[config.mk]
export PLATFORM = sky130hd
export DESIGN_NAME = lru_page_frame_table_core
export DESIGN_NICKNAME = d
export VERILOG_FILES = /design/src/sv/lru_pft_pkg.sv /design/src/sv/lru_pft_cell.sv /design/src/sv/lru_page_frame_table_core.sv
export SDC_FILE = /design/constraint.sdc
export NUM_CORES = 1
export LEC_CHECK = 0
export ABC_AREA = 0
export BUFFER_PORTS_ARGS = -buffer_cell sky130_fd_sc_hd__buf_2
export CORE_ASPECT_RATIO = 0.8
export CORE_MARGIN = 2
export CORE_UTILIZATION = 50
export CTS_BUF_LIST = sky130_fd_sc_hd__clkbuf_2
export CTS_CLUSTER_DIAMETER = 50
export DETAILED_ROUTE_END_ITERATION = 16
export PLACE_DENSITY = 0.81
export SLEW_MARGIN = 40
export SYNTH_ARGS = -nofsm -noshare
export SYNTH_HDL_FRONTEND = slang
export SYNTH_SLANG_ARGS = --single-unit
[constraint.sdc]
create_clock -name clk -period 3.6 [get_ports clk]
set_clock_uncertainty 0.15 [all_clocks]
set_input_delay 0.54 -clock clk [delete_from_list [all_inputs] [get_ports clk]]
set_output_delay 0.54 -clock clk [all_outputs]
set_load 0.05 [all_outputs]
[src/sv/lru_pft_pkg.sv]
// shared constants and inter-module structs for the lru page frame table
package lru_pft_pkg;

  localparam int FRAMES_DEF    = 8;
  localparam int PAGE_BITS_DEF = 16;

  // widest supported page and frame index, structs are sized for these
  localparam int PAGE_MAX_BITS = 32;
  localparam int IDX_MAX_BITS  = 6;

  localparam int CFG_BITS = 4;
  localparam logic [CFG_BITS-1:0] CFG_RESET = 4'd8;

  // running search result handed from cell to cell
  typedef struct packed {
    logic                     found;
    logic [IDX_MAX_BITS-1:0]  fidx;
    logic [IDX_MAX_BITS-1:0]  frank;
    logic                     empty;
    logic [IDX_MAX_BITS-1:0]  eidx;
    logic [IDX_MAX_BITS-1:0]  vidx;
    logic [IDX_MAX_BITS-1:0]  vrank;
    logic [PAGE_MAX_BITS-1:0] vpage;
  } carry_t;

  // update broadcast to every cell once the search is done
  typedef struct packed {
    logic                     en;
    logic                     wr;
    logic [IDX_MAX_BITS-1:0]  f;
    logic [IDX_MAX_BITS:0]    lim;
    logic [PAGE_MAX_BITS-1:0] page;
  } upd_t;

endpackage

[src/sv/lru_pft_cell.sv]
// one page frame: holds page, valid and age, and folds itself into the search carry
module lru_pft_cell #(
  parameter int FRAMES    = lru_pft_pkg::FRAMES_DEF,
  parameter int PAGE_BITS = lru_pft_pkg::PAGE_BITS_DEF,
  parameter int IDX       = 0
) (
  input  logic                          clk,
  input  logic                          rst,
  input  logic                          tok_in,
  input  lru_pft_pkg::carry_t           carry_in,
  input  logic [PAGE_BITS-1:0]          req_page,
  input  logic [$clog2(FRAMES+1)-1:0]   n,
  input  lru_pft_pkg::upd_t             upd,
  output logic                          tok_out,
  output lru_pft_pkg::carry_t           carry_out
);

  localparam int RW = (FRAMES > 1) ? $clog2(FRAMES) : 1;
  localparam int NW = $clog2(FRAMES+1);
  localparam int XW = lru_pft_pkg::IDX_MAX_BITS;
  localparam logic [RW-1:0] RANK_MAX = RW'(FRAMES-1);
  localparam logic [NW-1:0] IDX_N    = NW'(IDX);
  localparam logic [RW-1:0] IDX_R    = RW'(IDX);

  logic [PAGE_BITS-1:0] page_q;
  logic                 valid;
  logic [RW-1:0]        rank;
  logic                 active;
  lru_pft_pkg::carry_t  carry_next;

  assign active = IDX_N < n;

  always_comb begin
    carry_next = carry_in;
    if (active) begin
      if (!carry_in.found && valid && page_q == req_page) begin
        carry_next.found = 1'b1;
        carry_next.fidx  = XW'(IDX);
        carry_next.frank = XW'(rank);
      end
      if (!carry_in.empty && !valid) begin
        carry_next.empty = 1'b1;
        carry_next.eidx  = XW'(IDX);
      end
      // strictly older wins, so the lowest index keeps a tie
      if (IDX == 0 || rank > carry_in.vrank[RW-1:0]) begin
        carry_next.vidx  = XW'(IDX);
        carry_next.vrank = XW'(rank);
        carry_next.vpage = lru_pft_pkg::PAGE_MAX_BITS'(page_q);
      end
    end
  end

  always_ff @(posedge clk) begin
    if (rst) begin
      tok_out <= 1'b0;
    end else begin
      tok_out <= tok_in;
    end
  end

  always_ff @(posedge clk) begin
    if (tok_in) begin
      carry_out <= carry_next;
    end
  end

  always_ff @(posedge clk) begin
    if (rst) begin
      valid <= 1'b0;
      rank  <= '0;
    end else if (upd.en && active) begin
      if (upd.f[RW-1:0] == IDX_R) begin
        rank <= '0;
        if (upd.wr) begin
          valid <= 1'b1;
        end
      end else if (valid && {1'b0, rank} < upd.lim[RW:0] && rank < RANK_MAX) begin
        rank <= rank + 1'b1;
      end
    end
  end

  always_ff @(posedge clk) begin
    if (upd.en && active && upd.wr && upd.f[RW-1:0] == IDX_R) begin
      page_q <= upd.page[PAGE_BITS-1:0];
    end
  end

endmodule

[src/sv/lru_page_frame_table_core.sv]
// lru page frame table: a row of frame cells scanned one cell per cycle, then updated at once
// one request at a time: req_stall holds off a new request until the search token has walked
// the cell row and the update is done
// a waiting result sits in the output register; the next search runs but its update waits
// reset: synchronous, empties all frames, clears ages and sets frames_in_use to 8
module lru_page_frame_table_core #(
  parameter int FRAMES    = lru_pft_pkg::FRAMES_DEF,
  parameter int PAGE_BITS = lru_pft_pkg::PAGE_BITS_DEF,
  localparam int IW       = (FRAMES > 1) ? $clog2(FRAMES) : 1
) (
  input  logic                             clk,
  input  logic                             rst,
  input  logic                             cfg_wr_en,
  input  logic [lru_pft_pkg::CFG_BITS-1:0] cfg_wr_data,
  input  logic                             req_valid,
  output logic                             req_stall,
  input  logic [PAGE_BITS-1:0]             page,
  output logic                             res_valid,
  input  logic                             res_stall,
  output logic                             hit,
  output logic [IW-1:0]                    frame_index,
  output logic                             evicted_valid,
  output logic [PAGE_BITS-1:0]             evicted_page
);

  localparam int NW = $clog2(FRAMES+1);
  localparam int XW = lru_pft_pkg::IDX_MAX_BITS;

  localparam logic [1:0] ST_IDLE = 2'd0;
  localparam logic [1:0] ST_SCAN = 2'd1;
  localparam logic [1:0] ST_FIN  = 2'd2;

  logic [1:0]                       state;
  logic [1:0]                       state_next;
  logic [lru_pft_pkg::CFG_BITS-1:0] frames_in_use;
  logic [NW-1:0]                    n;
  logic [PAGE_BITS-1:0]             req_page;
  logic                             start;
  logic                             accept;
  logic                             slot_free;
  lru_pft_pkg::carry_t              carry_w [FRAMES+1];
  logic                             tok_w   [FRAMES+1];
  lru_pft_pkg::carry_t              c;
  lru_pft_pkg::upd_t                upd;
  logic                             evict;

  assign req_stall = (state != ST_IDLE);
  assign accept    = req_valid && !req_stall;
  assign slot_free = !res_valid || !res_stall;

  // out-of-range counts clamp to 1..FRAMES
  always_comb begin
    if (frames_in_use == '0) begin
      n = NW'(1);
    end else if (32'(frames_in_use) > 32'(FRAMES)) begin
      n = NW'(FRAMES);
    end else begin
      n = NW'(frames_in_use);
    end
  end

  always_ff @(posedge clk) begin
    if (rst) begin
      frames_in_use <= lru_pft_pkg::CFG_RESET;
    end else if (cfg_wr_en) begin
      frames_in_use <= cfg_wr_data;
    end
  end

  always_ff @(posedge clk) begin
    if (accept) begin
      req_page <= page;
    end
  end

  assign carry_w[0] = '0;
  assign tok_w[0]   = start;

  for (genvar k = 0; k < FRAMES; k++) begin : g_cell
    lru_pft_cell #(
      .FRAMES   (FRAMES),
      .PAGE_BITS(PAGE_BITS),
      .IDX      (k)
    ) u_cell (
      .clk      (clk),
      .rst      (rst),
      .tok_in   (tok_w[k]),
      .carry_in (carry_w[k]),
      .req_page (req_page),
      .n        (n),
      .upd      (upd),
      .tok_out  (tok_w[k+1]),
      .carry_out(carry_w[k+1])
    );
  end

  assign c     = carry_w[FRAMES];
  assign evict = !c.found && !c.empty;

  always_comb begin
    upd      = '0;
    upd.en   = (state == ST_FIN) && slot_free;
    upd.wr   = !c.found;
    upd.page = lru_pft_pkg::PAGE_MAX_BITS'(req_page);
    if (c.found) begin
      upd.f   = c.fidx;
      upd.lim = {1'b0, c.frank};
    end else if (c.empty) begin
      // a fill ages every other resident frame
      upd.f   = c.eidx;
      upd.lim = (XW+1)'(FRAMES);
    end else begin
      upd.f   = c.vidx;
      upd.lim = {1'b0, c.vrank};
    end
  end

  always_comb begin
    state_next = state;
    case (state)
      ST_IDLE: if (accept) state_next = ST_SCAN;
      ST_SCAN: if (tok_w[FRAMES]) state_next = ST_FIN;
      ST_FIN:  if (slot_free) state_next = ST_IDLE;
      default: state_next = ST_IDLE;
    endcase
  end

  always_ff @(posedge clk) begin
    if (rst) begin
      state     <= ST_IDLE;
      start     <= 1'b0;
      res_valid <= 1'b0;
    end else begin
      state <= state_next;
      start <= accept;
      if (upd.en) begin
        res_valid <= 1'b1;
      end else if (!res_stall) begin
        res_valid <= 1'b0;
      end
    end
  end

  always_ff @(posedge clk) begin
    if (upd.en) begin
      hit           <= c.found;
      frame_index   <= upd.f[IW-1:0];
      evicted_valid <= evict;
      evicted_page  <= evict ? c.vpage[PAGE_BITS-1:0] : '0;
    end
  end

endmodule

==> metrics.log <==
INFO  metric ys.flop_type = sky130_fd_sc_hd__edfxtp_1
INFO  metric pwr_density_cell = between 400 and 500 nW/um^2
INFO  metric slew_viols_final = 0
INFO  metric synth_cells = between 1k and 1.5k
INFO  metric remaining_drc_errors = 0
INFO  metric ys_warn_count = 0
INFO  metric cts_resized = 0
INFO  metric worstPathRequired = roughly 4400 ps
INFO  metric clock_sinks = ~460
INFO  metric numCtsBuffers = approximately 100
INFO  metric drv_cap = 0
INFO  metric setup.worst_path.class = reg2reg
INFO  metric final_cycle_utilization_of_the_critical_path = approximately 85%
INFO  metric max_clock_freq = 325.8 MHz
INFO  metric layout_nets = approximately 1.5k
INFO  metric grt_use_met1 = approximately 28%
INFO  metric crit_path_frequent_cell = sky130_fd_sc_hd__buf_4
INFO  metric power = 9.554 mW
INFO  metric synthArstFlopShare = 0%
INFO  metric netSwitchingPower = around 2.2 mW
INFO  metric grt_setup_unrepaired = false
INFO  metric grt_pass1_vias = 11.74k
INFO  metric cp_max_fo = 15
INFO  metric die-width = between 200 and 250 um
INFO  metric pin_count = between 40 and 50
INFO  metric cts_hold_buf = 44
INFO  metric yosysUniqueCellTypes = 65
INFO  metric status = finished, final reports clean
INFO  metric setup-tns-final = 0 ps
INFO  metric globalRouteMet3Util = just under 5%
INFO  metric yosysTopAreaCellShare = between 60 and 70%
INFO  metric gp_congestion = approximately 0.9
INFO  metric initialDrtViolationCount = roughly 980
INFO  metric nFillCells = 2,949
INFO  metric internal_power = ~7.4 mW
INFO  metric antenna_left = 0
INFO  metric crit_path_end_kind = flop
INFO  metric synth_top_area_cell = sky130_fd_sc_hd__edfxtp_1
INFO  metric critical_path_cell_list = buf_4 > a22oi_1 > buf_4 > ha_1 > a21o_1 > nand2_1 > o2111ai_1 > or4_1 > o2bb2ai_1
INFO  metric vias = 11.22k
INFO  metric antenna_violations_before_repair = 1
INFO  metric die_height = approximately 180 um
INFO  metric grt_start_max_net_pins = 40
INFO  metric total_leakage_power = just under 8 nW
INFO  metric netlist_top_cells_count = sky130_fd_sc_hd__edfxtp_1, sky130_fd_sc_hd__mux2_2, sky130_fd_sc_hd__xor2_1
INFO  metric row_count = 64
INFO  metric peakVddDrop = approximately 0.34 mV
INFO  metric track_usage = a little over 20%
INFO  metric sw_frac_of_total = ~23%
INFO  metric cp-start-kind = flop
INFO  metric period_minus_slack = roughly 3100 ps
INFO  metric htree_levels = 3
INFO  metric flow.area_growth_from_synthesis = 13.03%
INFO  metric synth_most_common_cell = sky130_fd_sc_hd__edfxtp_1
INFO  metric syn_area_per_cell = 15.17 um^2
INFO  metric postSynthRegisterBits = between 400 and 500
INFO  metric insertion_delay = a little over 1000 ps
INFO  metric grt_first_pass_wirelength = ~64,000 um
INFO  metric syn-cell-area = around 20,000 um^2
INFO  metric worst-endpoint-arrival = between 3000 and 4000 ps
INFO  metric power.share.sequential = roughly three fifths
INFO  metric relSlewSlack = between 40% and 50%
INFO  metric core_region_area = slightly below 40,000 um^2
INFO  metric route.detailed.vias_per_inst = 5.390
INFO  metric wire_per_inst = 19.31 um
INFO  metric hold_ws = 143.4 ps
INFO  metric io_buffer_count = 47
INFO  metric slowest_stage = sky130_fd_sc_hd__edfxtp_1
INFO  metric post-place-ws = a little over 600 ps
INFO  metric worst_slack = 530.2 ps
INFO  metric hold_class = in2reg
INFO  metric gr_ovfl_total = 0
INFO  metric power_frac_clock = between 30% and 40%
INFO  metric totalWireLength = just over 40,000 um
INFO  metric tightest_pin_transition = around 780 ps
INFO  metric hpwlAfterDp = between 20,000 and 30,000 um
INFO  metric initial_core_util = between 50% and 60%
INFO  metric post_cts_setup_repair_bufs = 0
INFO  metric clk_path_buf_depth = 3
INFO  metric synth.top_cells.by_area = sky130_fd_sc_hd__edfxtp_1, sky130_fd_sc_hd__mux2_2, sky130_fd_sc_hd__dfxtp_1, sky130_fd_sc_hd__xor2_1, sky130_fd_sc_hd__ha_1
INFO  metric drt-pass1-iter-count = 5
INFO  metric met2_usage = a little under a third
INFO  metric synth-edff-count = between 400 and 500
INFO  metric clk_pin_slew_worst_paths = 120 ps
INFO  metric ctsRootBufferMaster = sky130_fd_sc_hd__clkbuf_2
INFO  metric p_comb_share = 3.4%
INFO  metric tritoncts = built
INFO  metric syn-num-nets = roughly 1.4k
INFO  metric timing.critical_path.slowest_cell_delay = 510 ps
INFO  metric seq_area_frac_synth = between 60% and 70%
INFO  metric post_route_cells_drive_above_1_share = a little under a third
INFO  metric report.final.hold_viol_count = 0
INFO  metric grt.busiest_layer = met2
INFO  metric die_footprint = 40,910 um^2
INFO  metric report.final.setup_viol = 0
[metal layers]
layer	part of all wire (%)	wire, um	vias to the layer above
met5	0	0	-
met4	2.1	826	0
met3	7.0	2797	77
met2	47	18740	400
met1	44	17840	5449
li1	-	-	5297
[worst max-delay path, delay by kind of cell, from the launching register on]
kind | cells | cell delay [ps]
adders and majority gates | 1 | 260
AOI/OAI and AO/OA | 4 | 1030
and+or+nand+nor | 2 | 530
DFF | 1 | 510
buffers and inverters | 2 | 540
[cells in the final DEF, fill, tap and decap left out, drive strengths merged, types with 5 or more instances in the layout]
cell / netlist / routed
nand4: 20 / 20
ha: 45 / 45
o21a: 15 / 15
nor4: 26 / 26
clkbuf: 60 / 157
o21ai: 7 / 7
a2111oi: 5 / 5
buf: 8 / 100
and2: 23 / 23
xor2: 75 / 75
nor3: 25 / 25
o21bai: 5 / 5
or4: 8 / 8
clkinv: 2 / 21
nand2b: 10 / 10
a311oi: 7 / 7
and3: 6 / 6
dlygate4sd3: 0 / 44
nand2: 23 / 23
a21o: 12 / 12
nand3: 24 / 24
or2: 35 / 35
mux2i: 10 / 10
o211ai: 6 / 6
nor2: 26 / 26
a21oi: 25 / 25
xnor2: 53 / 53
inv: 43 / 44
a31oi: 5 / 5
nor2b: 24 / 24
edfxtp: 408 / 408
mux2: 154 / 154
dfxtp: 48 / 48
[state kept, by name, indices dropped and copies added, names as in the netlist]
name and cells:
g_cell.u_cell.valid 8, evicted_valid 1, evicted_page 16, req_page 16, start 1, g_cell.u_cell.tok_out 8
state 2, g_cell.u_cell.rank 24, g_cell.u_cell.carry_out 243, frame_index 3, hit 1, res_valid 1
g_cell.u_cell.page_q 128, frames_in_use 4
[final timing paths]
check	startpoint	endpoint	slack, ps	cells past startpoint
setup / recovery	g_cell[7].u_cell.carry_out[63]	g_cell[1].u_cell.rank[2]	530	9
hold / removal	page[12]	req_page[12]	140	2
setup reg to reg	g_cell[7].u_cell.carry_out[63]	g_cell[1].u_cell.rank[2]	530	9
hold reg to reg	g_cell[0].u_cell.page_q[12]	g_cell[0].u_cell.carry_out[12]	280	0
[power by group through the flow]
| stage | sequential (mW) | combinational (mW) | clock [mW] |
|---|---|---|---|
| after floorplan | 5.91 | 0.181 | 0 |
| after global placement | 5.94 | 0.271 | 0 |
| after detailed placement | 5.94 | 0.279 | 0 |
| after CTS | 5.82 | 0.320 | 3.50 |
| after global routing | 5.82 | 0.352 | 3.77 |
| final | 5.81 | 0.327 | 3.41 |
[kinds of logic after synthesis]
family	share of synthesized area (%)
AO/OA/AOI/OAI	4.681
XOR/XNOR	5.706
buffers and inverters	2.254
AND/OR/NAND/NOR	7.909
adder cells (fa/ha/maj)	2.866
multiplexers	9.336
flip-flops	67.25
[through the flow]
stage / instance area [um^2] / utilization [%] / cells
4_1_cts: 22190 / 57.62 / 2080
2_1_floorplan: 19660 / - / 1295
3_5_place_dp: 20750 / 53.88 / 1854
3_3_place_gp: 20740 / 53.85 / 1853
5_1_grt: 22210 / 57.66 / 2082
6_report: 22210 / 57.66 / 2082
[layout make-up]
type | count | area (um^2) | share of cell area (%)
diodes | 1 | 2.502 | 0.01127
clock buffers | 157 | 785.8 | 3.538
clock inverters | 25 | 216.5 | 0.9747
inverters | 45 | 168.9 | 0.7606
multi-input cells | 726 | 6082 | 27.39
flip-flops and latches | 456 | 13220 | 59.51
well taps | 528 | 660.6 | 2.975
repair buffers | 144 | 1075 | 4.840
No activity file was read; power rests on OpenSTA's default activity.
